**src/assert_macros.svh**
```systemverilog
// Shared assertion helpers for the modular exponentiation block.
`ifndef ASSERT_MACROS_SVH
`define ASSERT_MACROS_SVH

// Check that a condition holds in the same cycle as its trigger.
`define ASSERT_NOW(lbl, clk, rst_n, ante, cons) \
  lbl: assert property (@(posedge clk) disable iff (!rst_n) (ante) |-> (cons)) \
    else $error("assertion failed");

// Check that a condition holds in the cycle after its trigger.
`define ASSERT_NEXT(lbl, clk, rst_n, ante, cons) \
  lbl: assert property (@(posedge clk) disable iff (!rst_n) (ante) |=> (cons)) \
    else $error("assertion failed");

`endif

```
**src/mexp_pkg.sv**
```systemverilog
package mexp_pkg;

  // Operand width and step counter width
  localparam int MEXP_W = 32;
  localparam int CNT_W  = $clog2(MEXP_W);
  localparam logic [CNT_W-1:0] CNT_MAX = CNT_W'(MEXP_W - 1);

  // Input request payload
  typedef struct packed {
    logic [MEXP_W-1:0] base;
    logic [MEXP_W-1:0] exponent;
  } mexp_in_t;

  // Result payload
  typedef struct packed {
    logic [MEXP_W-1:0] power;
    logic              error;
  } mexp_out_t;

  // Commands from controller to datapath
  typedef struct packed {
    logic             load;
    logic             red_step;
    logic             mul_step;
    logic             sel_sq;
    logic             first;
    logic             last;
    logic             shift_e;
    logic [CNT_W-1:0] cnt;
  } mexp_cmd_t;

  // Status from datapath to controller
  typedef struct packed {
    logic skip;
    logic e_lsb;
    logic e_upper_zero;
  } mexp_sts_t;

endpackage

```
**src/modular_exponentiation.sv**
```systemverilog
// Modular exponentiation, right-to-left square and multiply, bit-serial.
// A zero exponent or modulus goes straight to the done state; otherwise the
//   base is reduced, then each exponent bit up to the top set bit takes a
//   check, a modular product if set and a squaring below the top bit.
// The shared shift-and-add multiplier (one operand bit per cycle) sets the rate.
// Synchronous active-low reset: controller idles, modulus returns to 1; no stall.
module modular_exponentiation (
  input  logic                        clk,
  input  logic                        rst_n,
  input  logic                        cfg_we,
  input  logic [mexp_pkg::MEXP_W-1:0] cfg_data,
  input  logic                        start,
  output logic                        busy,
  input  mexp_pkg::mexp_in_t          in_data,
  output logic                        out_valid,
  output mexp_pkg::mexp_out_t         out_data
);

  mexp_pkg::mexp_cmd_t cmd;
  mexp_pkg::mexp_sts_t sts;

  mexp_ctrl u_ctrl (
    .clk       (clk),
    .rst_n     (rst_n),
    .start     (start),
    .busy      (busy),
    .out_valid (out_valid),
    .sts       (sts),
    .cmd       (cmd)
  );

  mexp_dpath u_dpath (
    .clk      (clk),
    .rst_n    (rst_n),
    .cfg_we   (cfg_we),
    .cfg_data (cfg_data),
    .in_data  (in_data),
    .cmd      (cmd),
    .sts      (sts),
    .out_data (out_data)
  );

endmodule

```
**src/mexp_ctrl.sv**
```systemverilog
`include "assert_macros.svh"

module mexp_ctrl (
  input  logic                clk,
  input  logic                rst_n,
  input  logic                start,
  output logic                busy,
  output logic                out_valid,
  input  mexp_pkg::mexp_sts_t sts,
  output mexp_pkg::mexp_cmd_t cmd
);

  typedef enum logic [5:0] {
    ST_IDLE   = 6'b000001,
    ST_REDUCE = 6'b000010,
    ST_CHECK  = 6'b000100,
    ST_MULT   = 6'b001000,
    ST_SQUARE = 6'b010000,
    ST_DONE   = 6'b100000
  } state_t;

  state_t                     state_r, state_nxt;
  logic [mexp_pkg::CNT_W-1:0] cnt_r, cnt_nxt;
  logic                       cnt_last;

  assign cnt_last  = (cnt_r == '0);
  assign busy      = (state_r != ST_IDLE);
  assign out_valid = (state_r == ST_DONE);

  // Sequence reduce, multiply and square passes
  always_comb begin
    state_nxt    = state_r;
    cnt_nxt      = cnt_r;
    cmd          = '0;
    cmd.cnt      = cnt_r;
    cmd.first    = (cnt_r == mexp_pkg::CNT_MAX);
    cmd.last     = cnt_last;
    unique case (state_r)
      ST_IDLE: begin
        if (start) begin
          cmd.load  = 1'b1;
          cnt_nxt   = mexp_pkg::CNT_MAX;
          state_nxt = sts.skip ? ST_DONE : ST_REDUCE;
        end
      end
      ST_REDUCE: begin
        cmd.red_step = 1'b1;
        if (cnt_last) begin
          state_nxt = ST_CHECK;
        end else begin
          cnt_nxt = cnt_r - 1'b1;
        end
      end
      ST_CHECK: begin
        cnt_nxt   = mexp_pkg::CNT_MAX;
        state_nxt = sts.e_lsb ? ST_MULT : ST_SQUARE;
      end
      ST_MULT: begin
        cmd.mul_step = 1'b1;
        if (cnt_last) begin
          cnt_nxt   = mexp_pkg::CNT_MAX;
          state_nxt = sts.e_upper_zero ? ST_DONE : ST_SQUARE;
        end else begin
          cnt_nxt = cnt_r - 1'b1;
        end
      end
      ST_SQUARE: begin
        cmd.mul_step = 1'b1;
        cmd.sel_sq   = 1'b1;
        if (cnt_last) begin
          cmd.shift_e = 1'b1;
          state_nxt   = ST_CHECK;
        end else begin
          cnt_nxt = cnt_r - 1'b1;
        end
      end
      ST_DONE: begin
        state_nxt = ST_IDLE;
      end
      default: begin
        state_nxt = ST_IDLE;
      end
    endcase
  end

  // Hold state and step counter
  always_ff @(posedge clk) begin
    if (!rst_n) begin
      state_r <= ST_IDLE;
      cnt_r   <= '0;
    end else begin
      state_r <= state_nxt;
      cnt_r   <= cnt_nxt;
    end
  end

  `ASSERT_NEXT(a_start_busy, clk, rst_n, start && !busy, busy)
  `ASSERT_NOW(a_step_excl, clk, rst_n, 1'b1, $onehot0({cmd.red_step, cmd.mul_step, cmd.load}))
  `ASSERT_NEXT(a_done_idle, clk, rst_n, out_valid, !busy && !out_valid)

endmodule

```
**src/mexp_dpath.sv**
```systemverilog
`include "assert_macros.svh"

module mexp_dpath (
  input  logic                            clk,
  input  logic                            rst_n,
  input  logic                            cfg_we,
  input  logic [mexp_pkg::MEXP_W-1:0]     cfg_data,
  input  mexp_pkg::mexp_in_t              in_data,
  input  mexp_pkg::mexp_cmd_t             cmd,
  output mexp_pkg::mexp_sts_t             sts,
  output mexp_pkg::mexp_out_t             out_data
);

  localparam int W = mexp_pkg::MEXP_W;

  logic [W-1:0] m_r, m_nxt;
  logic [W-1:0] b_r, b_nxt;
  logic [W-1:0] e_r, e_nxt;
  logic [W-1:0] r_r, r_nxt;
  logic [W-1:0] acc_r, acc_nxt;
  logic         err_r, err_nxt;

  logic [W-1:0] acc_in;
  logic         op_bit;
  logic [W:0]   red_t;
  logic [W-1:0] red_res;
  logic [W-1:0] mul_a;
  logic [W+1:0] mul_t;
  logic [W+1:0] m_ext;
  logic [W+1:0] m2_ext;
  logic [W-1:0] mul_res;
  logic [W-1:0] step_res;
  logic         m_zero;
  logic         m_one;

  assign m_zero = (m_r == '0);
  assign m_one  = (m_r == W'(1));

  // Skip comes from the stored modulus and incoming exponent; bit tests from e_r
  assign sts.skip         = m_zero || (in_data.exponent == '0);
  assign sts.e_lsb        = e_r[0];
  assign sts.e_upper_zero = (e_r[W-1:1] == '0);

  // Shared operand bit and partial result
  assign acc_in = cmd.first ? '0 : acc_r;
  assign op_bit = b_r[cmd.cnt];

  // Reduction step: shift in one base bit, subtract modulus once
  assign red_t   = {acc_in, op_bit};
  assign red_res = (red_t >= {1'b0, m_r}) ? W'(red_t - {1'b0, m_r}) : red_t[W-1:0];

  // Multiply step: double, add multiplicand, fold back below modulus
  assign mul_a   = cmd.sel_sq ? b_r : r_r;
  assign m_ext   = {2'b00, m_r};
  assign m2_ext  = {1'b0, m_r, 1'b0};
  assign mul_t   = {1'b0, acc_in, 1'b0} + (op_bit ? {2'b00, mul_a} : '0);
  always_comb begin
    if (mul_t >= m2_ext) begin
      mul_res = W'(mul_t - m2_ext);
    end else if (mul_t >= m_ext) begin
      mul_res = W'(mul_t - m_ext);
    end else begin
      mul_res = mul_t[W-1:0];
    end
  end

  assign step_res = cmd.red_step ? red_res : mul_res;

  // Next values of the working registers
  always_comb begin
    m_nxt   = m_r;
    b_nxt   = b_r;
    e_nxt   = e_r;
    r_nxt   = r_r;
    acc_nxt = acc_r;
    err_nxt = err_r;
    if (cfg_we) begin
      m_nxt = cfg_data;
    end
    if (cmd.load) begin
      b_nxt   = in_data.base;
      e_nxt   = in_data.exponent;
      err_nxt = m_zero;
      if (m_zero) begin
        r_nxt = '0;
      end else if (in_data.exponent == '0) begin
        r_nxt = W'(1);
      end else if (m_one) begin
        r_nxt = '0;
      end else begin
        r_nxt = W'(1);
      end
    end
    if (cmd.red_step || cmd.mul_step) begin
      if (!cmd.last) begin
        acc_nxt = step_res;
      end else if (cmd.red_step || cmd.sel_sq) begin
        b_nxt = step_res;
      end else begin
        r_nxt = step_res;
      end
    end
    if (cmd.shift_e) begin
      e_nxt = e_r >> 1;
    end
  end

  // Modulus resets to one; working registers carry no reset
  always_ff @(posedge clk) begin
    if (!rst_n) begin
      m_r <= W'(1);
    end else begin
      m_r <= m_nxt;
    end
  end

  always_ff @(posedge clk) begin
    b_r   <= b_nxt;
    e_r   <= e_nxt;
    r_r   <= r_nxt;
    acc_r <= acc_nxt;
    err_r <= err_nxt;
  end

  assign out_data.power = r_r;
  assign out_data.error = err_r;

  `ASSERT_NEXT(a_acc_below_m, clk, rst_n, (cmd.red_step || cmd.mul_step) && !cmd.last, acc_r < m_r)
  `ASSERT_NOW(a_step_mod_nz, clk, rst_n, cmd.red_step || cmd.mul_step, !m_zero)

endmodule
```
**config.mk**
```make
export PLATFORM = sky130hd
export DESIGN_NAME = modular_exponentiation
export DESIGN_NICKNAME = d
export VERILOG_FILES = /design/src/mexp_pkg.sv /design/src/modular_exponentiation.sv /design/src/mexp_ctrl.sv /design/src/mexp_dpath.sv
export VERILOG_INCLUDE_DIRS = /design/src /design/src/src
export SDC_FILE = /design/constraint.sdc
export NUM_CORES = 1
export LEC_CHECK = 0
export BUFFER_PORTS_ARGS = -buffer_cell sky130_fd_sc_hd__buf_2
export CORE_UTILIZATION = 40
export DETAILED_ROUTE_END_ITERATION = 7
export GPL_TIMING_DRIVEN = 0
export PLACE_DENSITY = 0.68
export SKIP_CTS_REPAIR_TIMING = 1
export SLEW_MARGIN = 40
export SYNTH_ARGS = -nofsm -noshare
export SYNTH_HDL_FRONTEND = slang
export SYNTH_SLANG_ARGS = --single-unit
```
**constraint.sdc**
```tcl
create_clock -name clk -period 9 [get_ports clk]
set_input_delay 1.8 -clock clk [delete_from_list [all_inputs] [get_ports clk]]
set_output_delay 1.8 -clock clk [all_outputs]
set_load 0.02 [all_outputs]
```
* Word-level counts from Yosys, hierarchy flattened
Cells that the tools add are included. Widths: inputs -> output; s select.
Cells by class: reductions and logical operators 14, $add $sub $neg 5, $lt $le $gt $ge 4, bitwise logic cells 1, equality and inequality tests 13, muxes and demuxes 40
Operators by type and width (count):
- $mux 32 | 17
- $sub 32x32->32 | 3
- $logic_not 32->1 | 2
- $mux 31 | 2
- $add 33x32->34 | 1
- $ge 34x32->1 | 1
- $ge 34x33->1 | 1
- $ge 33x32->1 | 1
- $eq 32x1->1 const B | 1
- $logic_not 31->1 | 1
- $mux 6 | 5
- $pmux 6 s4 | 1
- $mux 5 | 4
- $pmux 5 s4 | 1
- $mux 1 | 9
- $eq 6x1->1 const B | 1
- $eq 6x2->1 const B | 1
- $eq 6x3->1 const B | 1
- $eq 6x4->1 const B | 1
- $eq 6x5->1 const B | 1
- $eq 6x6->1 const B | 1
- $lt 5x6->1 const B | 1
- $ne 6x1->1 const B | 1
- $reduce_and 3->1 | 2
- 12 further kinds | 17
Word-level totals: register bits 172, output and inout bits 35, input port bits 100, logic and storage cells 86

* Depth between registers and ports, before layout
Gate-level depths: netlist (run 1).
depth in word-level cells 12, mapped depth 32, gate-level depth less buffers 26

* Hierarchy
From an unflattened synthesis (run 1), not the netlist that was laid out.
Unflattened totals: cells, all modules 1915, area total of the unflattened synthesis 16135.5 µm²
Modules (own cells, without submodules):
- mexp_dpath | cells each 1817, area each 15339.7 µm², sequential area each 3863.7 µm², times used 1
- mexp_ctrl | cells each 98, area each 795.8 µm², sequential area each 220.2 µm², times used 1

* Worst setup path after synthesis (run 1)
No wires, ideal clock.
path kind register to register, start register u_ctrl.cnt_r[0] (netlist name), end register u_dpath.acc_r[17], data pin, library setup time 269 ps, buffers on the path 4, setup slack 1950 ps, period minus slack after synthesis 7050 ps, required time 8731 ps, stages on the path, launching flop included 28, arrival time 6781 ps, cells stage by stage dfxtp_1 -> buf_4 -> mux4_2 -> nand2_1 -> a21oi_1 -> a2111oi_4 -> clkbuf_1 -> a21oi_1 -> fa_1 -> a211oi_1 -> o21ai_0 -> o2111ai_1 -> a21oi_1 -> o21ai_0 -> or4b_2 -> o311a_1 -> ha_1 -> nand4_1 -> nor3_1 -> and3_1 -> a2111oi_4 -> or3_1 -> buf_4 -> nand3_4 -> buf_6 -> mux2_2 -> mux2i_1 -> a21oi_1
Between the ends: word-level cells in the longest chain between the ends 8, elaborated cells between the ends (all ways) 16, classes of those cells add/sub (4); order compare (3); eq/ne (1); mux (8)
Ends and longest elaborated chain:
- start: declaration | RTL line mexp_ctrl.sv:23 | logic [mexp_pkg::CNT_W-1:0] cnt_r, cnt_nxt;
- start signal: assignment | RTL line mexp_ctrl.sv:93 | cnt_r <= cnt_nxt;
- $bmux 1 s5 | RTL line mexp_dpath.sv:46 | assign op_bit = b_r[cmd.cnt];
- $mux 1 (implied by the code) | RTL line mexp_dpath.sv:46
- $mux 32 | RTL line mexp_dpath.sv:56 | assign mul_t = {1'b0, acc_in, 1'b0} + (op_bit ? {2'b00, mul_a} : '0);
- $add 33x32->34 | RTL line mexp_dpath.sv:56
- $sub 32x32->32 / $ge 34x32->1 (equally long branches) | RTL line mexp_dpath.sv:61, mexp_dpath.sv:60
- $mux 32 | RTL line mexp_dpath.sv:60 | end else if (mul_t >= m_ext) begin
- $mux 32 | RTL line mexp_dpath.sv:58 | if (mul_t >= m2_ext) begin
- $mux 32 (*) | RTL line mexp_dpath.sv:67 | assign step_res = cmd.red_step ? red_res : mul_res;
- via u_dpath.step_res[17] | RTL line mexp_dpath.sv:32 | logic [W-1:0] step_res;
- end signal: assignment | RTL line mexp_dpath.sv:121 | acc_r <= acc_nxt;
- end: declaration | RTL line mexp_dpath.sv:20 | logic [W-1:0] acc_r, acc_nxt;
The timed path passes the listed nets; every way through them passes the cells marked *. The select of a mux whose other input is x is not followed. A chain may end at the register's enable or synchronous reset.

* Worst setup path after layout (run 1)
start register u_ctrl.cnt_r[0] (netlist name), end register u_dpath.acc_r[6], data pin
The elaborated chain is that of the path after synthesis.

==> results of run 1 <==
-- routing by layer --
metal | global-route usage [%] | share of wire, % | vias up
met5 | 0 | 0.013 | -
met4 | 16.8 | 5.5 | 2
met3 | 4.78 | 8.4 | 167
met2 | 45.6 | 44 | 835
met1 | 39.7 | 42 | 8224
li1 | - | - | 7950
-- worst max path at each step --
stage                         start                 to  slack, ns  cells after the start
global route        u_ctrl.cnt_r[1]   u_dpath.acc_r[0]       0.02                     27
CTS                 u_ctrl.cnt_r[0]   u_dpath.acc_r[6]      -0.03                     27
global placement    u_ctrl.cnt_r[0]   u_dpath.acc_r[2]      -0.26                     24
detailed placement  u_ctrl.cnt_r[0]   u_dpath.acc_r[6]       0.02                     27
finish              u_ctrl.cnt_r[0]   u_dpath.acc_r[6]       0.27                     27
floorplan           u_ctrl.cnt_r[0]  u_dpath.acc_r[17]       1.95                     27
-- worst min-delay path, cell delays in order, from the launching register on --
cell and delay (ns):
dfxtp_1 0.33, nand2_1 0.05, o21ai_1 0.05
-- sequential cells by signal (all words and copies together), names as in the netlist --
name and cells:
u_dpath.b_r 32, u_dpath.err_r 1, u_ctrl.cnt_r 5, u_dpath.r_r 32
u_dpath.e_r 32, u_dpath.acc_r 32, u_dpath.m_r 32, u_ctrl.state_r 6
-- per-stage QoR --
stage	worst slack, ns	hold WS, ns	cells	util [%]
after global routing	0.0164	0.494	2750	45.9
after global placement	-0.264	0.463	2714	44.2
final	0.270	0.477	2750	45.9
after CTS	-0.0291	0.479	2747	45.8
after detailed placement	0.0201	0.470	2715	44.3
after floorplan	1.95	0.505	2056	-
-- Yosys cell counts, drive strengths merged (24+ instances only) --
master	instances	share of area, %
nand3	40	1.3
a31oi	39	1.5
nor3	36	1.1
nor2b	50	1.9
a211oi	24	1.1
mux2i	53	3.2
buf	30	0.98
nor2	110	2.5
clkbuf	67	1.5
o21ai	97	3.0
inv	83	1.9
dfxtp	108	13
xnor2	57	3.1
o21a	28	1.3
xor2	40	2.1
nor4	37	1.5
nand2	296	6.8
mux2	49	3.4
a21oi	196	6.0
nand4	28	1.1
and2	42	1.6
ha	129	9.9
a21o	56	2.6
and3	24	0.92
edfxtp	64	12
-- cell type report --
class / count / share of cell area (%)
multi-input cells: 1704 / 63.2
clock buffers: 17 / 2.31
flip-flops and latches: 172 / 22.2
plain buffers: 97 / 2.28
well taps: 525 / 3.57
inverters: 83 / 1.70
clock inverters: 15 / 0.946
repair buffers: 137 / 3.80
-- logic make-up after synthesis --
family | count (synthesis) | synth area share (%)
XOR/XNOR | 97 | 5.19
AO/OA/AOI/OAI | 639 | 26.2
flip-flops | 172 | 25.0
buffers and inverters | 180 | 4.43
AND/OR/NAND/NOR | 728 | 21.6
adder cells (fa/ha/maj) | 133 | 10.4
multiplexers | 107 | 7.30
-- report_power, final --
| part | total, mW | internal, mW | switching, mW |
|---|---|---|---|
| Clock | 0.763 | 0.395 | 0.368 |
| Sequential | 0.962 | 0.898 | 0.0638 |
| Combinational | 1.12 | 0.415 | 0.703 |
| Total | 2.84 | 1.71 | 1.13 |
==> metrics.md, run 1 <==
| Metric | Value |
|---|---|
| Remaining global-route overflow | 0 |
| Reg2reg path depth | 27 |
| Cells after Synth | 2,056 |
| Max-Cap Viols | 0 |
| Layout Nets | 2,445 |
| Synth Cell Area | 0.0164 mm^2 |
| Post-DR vias/cell | 6.25 |
| Mean Syn Cell Area | 7.96 um^2 |
| Via count | 17,200 |
| Largest buffer count on any clock path | 2 |
| Total power | 2.84 mW |
| Final Cycle Share | 97.0% |
| Placed Area | 0.0177 mm^2 |
| Setup TNS | 0 ns |
| Fmax | 115 MHz |
| Ant. Diodes | 0 |
| RSZ-0062 raised after global routing | no |
| Clock skew | 0.0163 ns |
| Final wirelength | 63.5 mm |
| Core box area | 0.0400 mm^2 |
| Status | completed |
| Placer Congestion | 1.04 |
| Sequential share of the synthesized area | 25.0% |
| Final number of max-transition violations | 0 |
| Row cnt | 73 |
| Hpwl dp | 52.2 mm |
| Crit path buffers/inverters | 3 |
| CTS Sinks | 172 |
| Area taken by multi-input logic gates | 0.0116 mm^2 |
| I/O pin count | 135 |
| Largest net degree at the start of global routing | 39 |
| VDD IR max | 145 uV |
| # setup viols final | 0 |
| Num CTS Buffers | 17 |
| Most frequent CP cell | a21oi_1 |
| Layout cells sized above 1 | 13.3% |
| Max stage delay on crit path | 0.61 ns |
| Fill cell count | 4,061 |
| Die Area | 0.0417 mm^2 |
| Slowest CP cell | or4b_2 |
| First-pass GRT wire length | 93.2 mm |
| Layout area overhead | 12.3% |
| Die Wd | 204 um |
| Worst Hold End | u_dpath.r_r[30] |
| H-tree depth | 4 |
| Worst min-delay path class | flip-flop to flip-flop |
| Initial Utilization | 40.9% |
| Most frequent cells in the layout | nand2_1, a21oi_1, buf_2 |
| Pre-antenna DRT Iters | 8 |
| Flop-to-flop setup slack | 0.27 ns |
| Design area | 0.0184 mm^2 |
| DIE HEIGHT | 204 um |
| Port bufs | 133 |
| Minimum clock period | 8.73 ns |
| Yosys warns | 0 |
| Setup crit end kind | flip-flop |
| Insertion delay to the later sink of the worst-skew pair | 0.48 ns |
| Leakage power | 7.61 nW |
| Worst Tran Pin Value | 0.914 ns |
| Post-Syn Nets | 2,289 |
| Initial antenna violation count | 1 |
| Kind of critical path | flip-flop to flip-flop |
| Average wire per standard cell | 23.1 um |
| Reg2reg start | u_ctrl.cnt_r[0] |
| EDFF count, synth | 64 |
| Hold_sp | u_dpath.r_r[30] |
| Clock root buffer | clkbuf_16 |
| CP arrival | 9.08 ns |
| Top FF cell, synth | dfxtp_1 |
| CP top delay family | compound AO/OA/AOI/OAI gates |
| FF/Latch Area | 0.00408 mm^2 |
| Async SR Flop Fraction | 0% |
| Commonest non-fill, non-tap cell in the layout | nand2_1 |
| Max FO, Critical Path | 10 |
| Hold Crit Depth | 2 |
| DR iter-0 viols | 1,864 |
| Relative slew slack | 39.1% |
| Vias in the first global route | 15,800 |
| CP startpoint kind | flip-flop |
| CP Data Required Time | 9.35 ns |
| Final ANT Viol Nets | 0 |
| Yosys cell types | 91 |
| GR Util All Layers | 29.8% |
| Drt drc | 0 |
| Fin. Hold Viols | 0 |
| Reg clk slew, reported paths | 0.07 ns |
| Critical R2R Capture | u_dpath.acc_r[6] |
| CTS tree | built |
| PD cells | 155 mW/mm^2 |
| Synth Register Bits | 172 |
Power figures use the tool's default switching activity.
==> run 2: changes to the inputs <==
ABC_AREA = 1   (was not set)
SLEW_MARGIN = not set   (was 40)
==> run 2 against run 1 <==
  * First-iteration DRC count rose by 29%
  * Flip-flop and latch count did not move
  * Combinational power rose by 110%
  * Highest routed layer is now met4
  * Via count rose by 16%
  * Utilization fell by 0.12 points
  * Count of clock-buffer cells in the layout did not move
  * Clock skew rose by 0.0078 ns
  * Critical endpoint is now u_dpath.acc_r[28]
  * Die area rose by 5.9%
==> metrics.md, run 2 <==
| Metric | Value |
|---|---|
| Status | completed (unchanged) |
| Sequential share of the synthesized area | 23.6% (was 25.0%) |
| Post-place setup slack | 1.45 ns (was 0.0201 ns) |
| Kind of critical path | flip-flop to flip-flop (unchanged) |
| Design area | 0.0194 mm^2 (was 0.0184 mm^2) |
| DR iter-0 viols | 2,409 (was 1,864) |
| H-tree depth | 4 (unchanged) |
| Combinational Power Share | 55.3% (was 39.3%) |
| DIE HEIGHT | 210 um (was 204 um) |
| Synth Register Bits | 172 (unchanged) |
| Top FF cell, synth | dfxtp_1 (unchanged) |
| # setup viols final | 0 (unchanged) |
| Max FO, Critical Path | 10 (unchanged) |
| Placer Congestion | 1.03 (was 1.04) |
| Met3 Use GR | 7.08% (was 4.78%) |
| PD cells | 219 mW/mm^2 (was 155 mW/mm^2) |
| Initial Utilization | 41.0% (was 40.9%) |
| Global routing's busiest layer | met2 (unchanged) |
| CTS tree | built (unchanged) |
| Layout cells sized above 1 | 10.4% (was 13.3%) |
| Largest net degree at the start of global routing | 32 (was 39) |
| First-pass GRT wire length | 122 mm (was 93.2 mm) |
| Remaining global-route overflow | 0 (unchanged) |
| Minimum clock period | 8.05 ns (was 8.73 ns) |
| Fin util | 45.8% (was 45.9%) |
| Dominant cell type by area after synthesis | nand2_1 (was dfxtp_1) |
| Num CTS Buffers | 17 (unchanged) |
| Finished Layout Cells | 3,499 (was 2,750) |
| I/O pin count | 135 (unchanged) |
| Synth Cell Area | 0.0173 mm^2 (was 0.0164 mm^2) |
| Ant. Diodes | 0 (unchanged) |
| Core box area | 0.0423 mm^2 (was 0.0400 mm^2) |
| Most common cell in the synthesized netlist | nand2_1 (unchanged) |
| Post-Syn Nets | 2,988 (was 2,289) |
| Largest buffer count on any clock path | 2 (unchanged) |
| Final number of max-transition violations | 0 (unchanged) |
| Max stage delay on crit path | 0.72 ns (was 0.61 ns) |
| Placed Area | 0.0188 mm^2 (was 0.0177 mm^2) |
| EDFF count, synth | 64 (unchanged) |
| Power share of the clock group | 19.3% (was 26.8%) |
| Die Area | 0.0442 mm^2 (was 0.0417 mm^2) |
| GR Util met1 | 54.3% (was 39.7%) |
| Leakage power | 9.38 nW (was 7.61 nW) |
| Internal | 2.05 mW (was 1.71 mW) |
| CTS Sinks | 172 (unchanged) |
| Hpwl dp | 72.2 mm (was 52.2 mm) |
| Mean Syn Cell Area | 6.29 um^2 (was 7.96 um^2) |
| Final ANT Viol Nets | 0 (unchanged) |
| GR Util All Layers | 38.4% (was 29.8%) |
| Insertion delay to the later sink of the worst-skew pair | 0.52 ns (was 0.48 ns) |
| Via count | 19,900 (was 17,200) |
| CP startpoint kind | flip-flop (unchanged) |
| CP arrival | 8.32 ns (was 9.08 ns) |
| Total power | 4.24 mW (was 2.84 mW) |
| Average wire per standard cell | 24.3 um (was 23.1 um) |
| Yosys warns | 0 (unchanged) |
| Setup crit end kind | flip-flop (unchanged) |
| Layout Nets | 3,142 (was 2,445) |
| Area taken by multi-input logic gates | 0.0115 mm^2 (was 0.0116 mm^2) |
| Post-synth top cells | nand2_1, inv_1, nand3_1, nor2_1, a21oi_1 (was nand2_1, a21oi_1, ha_1, nor2_1, dfxtp_1) |
| CP Data Required Time | 9.27 ns (was 9.35 ns) |
| Row cnt | 75 (was 73) |
| Commonest non-fill, non-tap cell in the layout | nand2_1 (unchanged) |
| Fmax | 124 MHz (was 115 MHz) |
| Flop pwr share | 25.4% (was 33.8%) |
| NetSw | 2.20 mW (was 1.13 mW) |
| Most frequent cells in the layout | nand2_1, inv_1, nand3_1 (was nand2_1, a21oi_1, buf_2) |
| Cells after Synth | 2,755 (was 2,056) |
| Fill cell count | 4,587 (was 4,061) |
| Setup TNS | 0 ns (unchanged) |
| Switch share | 51.8% (was 39.9%) |
| Slowest CP cell | buf_1 (was or4b_2) |
| Async SR Flop Fraction | 0% (unchanged) |
| Final wirelength | 84.9 mm (was 63.5 mm) |
| RSZ-0062 raised after global routing | no (unchanged) |
| Share of the synthesized area in the top cell type | 18.2% (was 13.2%) |
| Worst min-delay path class | flip-flop to flip-flop (unchanged) |
| Port bufs | 134 (was 133) |
| Layout area overhead | 11.9% (was 12.3%) |
| Pre-antenna DRT Iters | 6 (was 8) |
| Final Cycle Share | 89.5% (was 97.0%) |
| Vias in the first global route | 18,500 (was 15,800) |
| Clock skew | 0.0242 ns (was 0.0163 ns) |
| FF/Latch Area | 0.00408 mm^2 (unchanged) |
| GR Util met2 | 57.9% (was 45.6%) |
| Die Wd | 210 um (was 204 um) |
| Initial antenna violation count | 0 (was 1) |
| Relative slew slack | 16.4% (was 39.1%) |
| Clock root buffer | clkbuf_16 (unchanged) |
| Yosys cell types | 56 (was 91) |
| Worst hold margin | 0.497 ns (was 0.477 ns) |
| Worst Tran Pin Value | 1.25 ns (was 0.914 ns) |
| Max-Cap Viols | 0 (unchanged) |
| Final worst slack | 0.947 ns (was 0.270 ns) |
| VDD IR max | 141 uV (was 145 uV) |
| Reg clk slew, reported paths | 0.09 ns (was 0.07 ns) |
| Drt drc | 0 (unchanged) |
| Fin. Hold Viols | 0 (unchanged) |
| Ranking of synthesized cells by area | nand2_1, dfxtp_1, edfxtp_1 (was dfxtp_1, edfxtp_1, ha_1) |
| Placed insts | 3,467 (was 2,715) |
| Post-DR vias/cell | 5.70 (was 6.25) |
-- run 2: area by class of cell --
type                       count  share of cell area [%]
inverter                     339                    6.56
sequential                   172                    21.1
multi-input combinational   2164                    59.5
clock inverter                15                    1.10
buffer                        80                    2.27
tap                          577                    3.72
timing repair buffer         135                    3.56
clock buffer                  17                    2.19
-- run 2: per-layer routing --
| layer | up-vias | share of wire, % |
|---|---|---|
| li1 | 9401 | - |
| met1 | 9492 | 45 |
| met2 | 931 | 43 |
| met3 | 112 | 8.7 |
| met4 | 0 | 3.4 |
| met5 | - | 0 |
-- run 2: path summary, 6_finish.rpt --
| path | from | cells past startpoint | slack, ns | endpoint |
|---|---|---|---|---|
| setup / recovery | u_ctrl.cnt_r[0] | 34 | 0.95 | u_dpath.acc_r[28] |
| hold / removal | u_dpath.r_r[21] | 2 | 0.50 | u_dpath.r_r[21] |
| setup reg to reg | u_ctrl.cnt_r[0] | 34 | 0.95 | u_dpath.acc_r[28] |
| hold reg to reg | u_dpath.r_r[21] | 2 | 0.50 | u_dpath.r_r[21] |
-- run 2: cell families after synthesis --
family                   synth area share [%]
AND/OR/NAND/NOR                          36.4
AO/OA/AOI/OAI                            15.5
buffers and inverters                    9.88
flip-flops                               23.6
adder cells (fa/ha/maj)                  9.77
XOR/XNOR                                 4.85
-- run 2: power groups by stage --
stage                     Clock (mW)  Combinational, mW  Sequential, mW
final                          0.820               2.35            1.08
after CTS                      0.827               2.27            1.07
after detailed placement           0               2.25            1.09
after global placement             0               2.24            1.09
after floorplan                    0               1.45            1.07
after global routing           0.852               2.51            1.09
-- run 2: worst max-delay path: cells and delay by family, from the launching register on --
family                     cells  cell delay [ns]
and+or+nand+nor               21             3.48
AOI/OAI and AO/OA              4             1.06
xor gates and xnor gates       1             0.49
buffers and inverters          6             1.54
DFF                            1             0.34
adders and majority gates      2             0.85
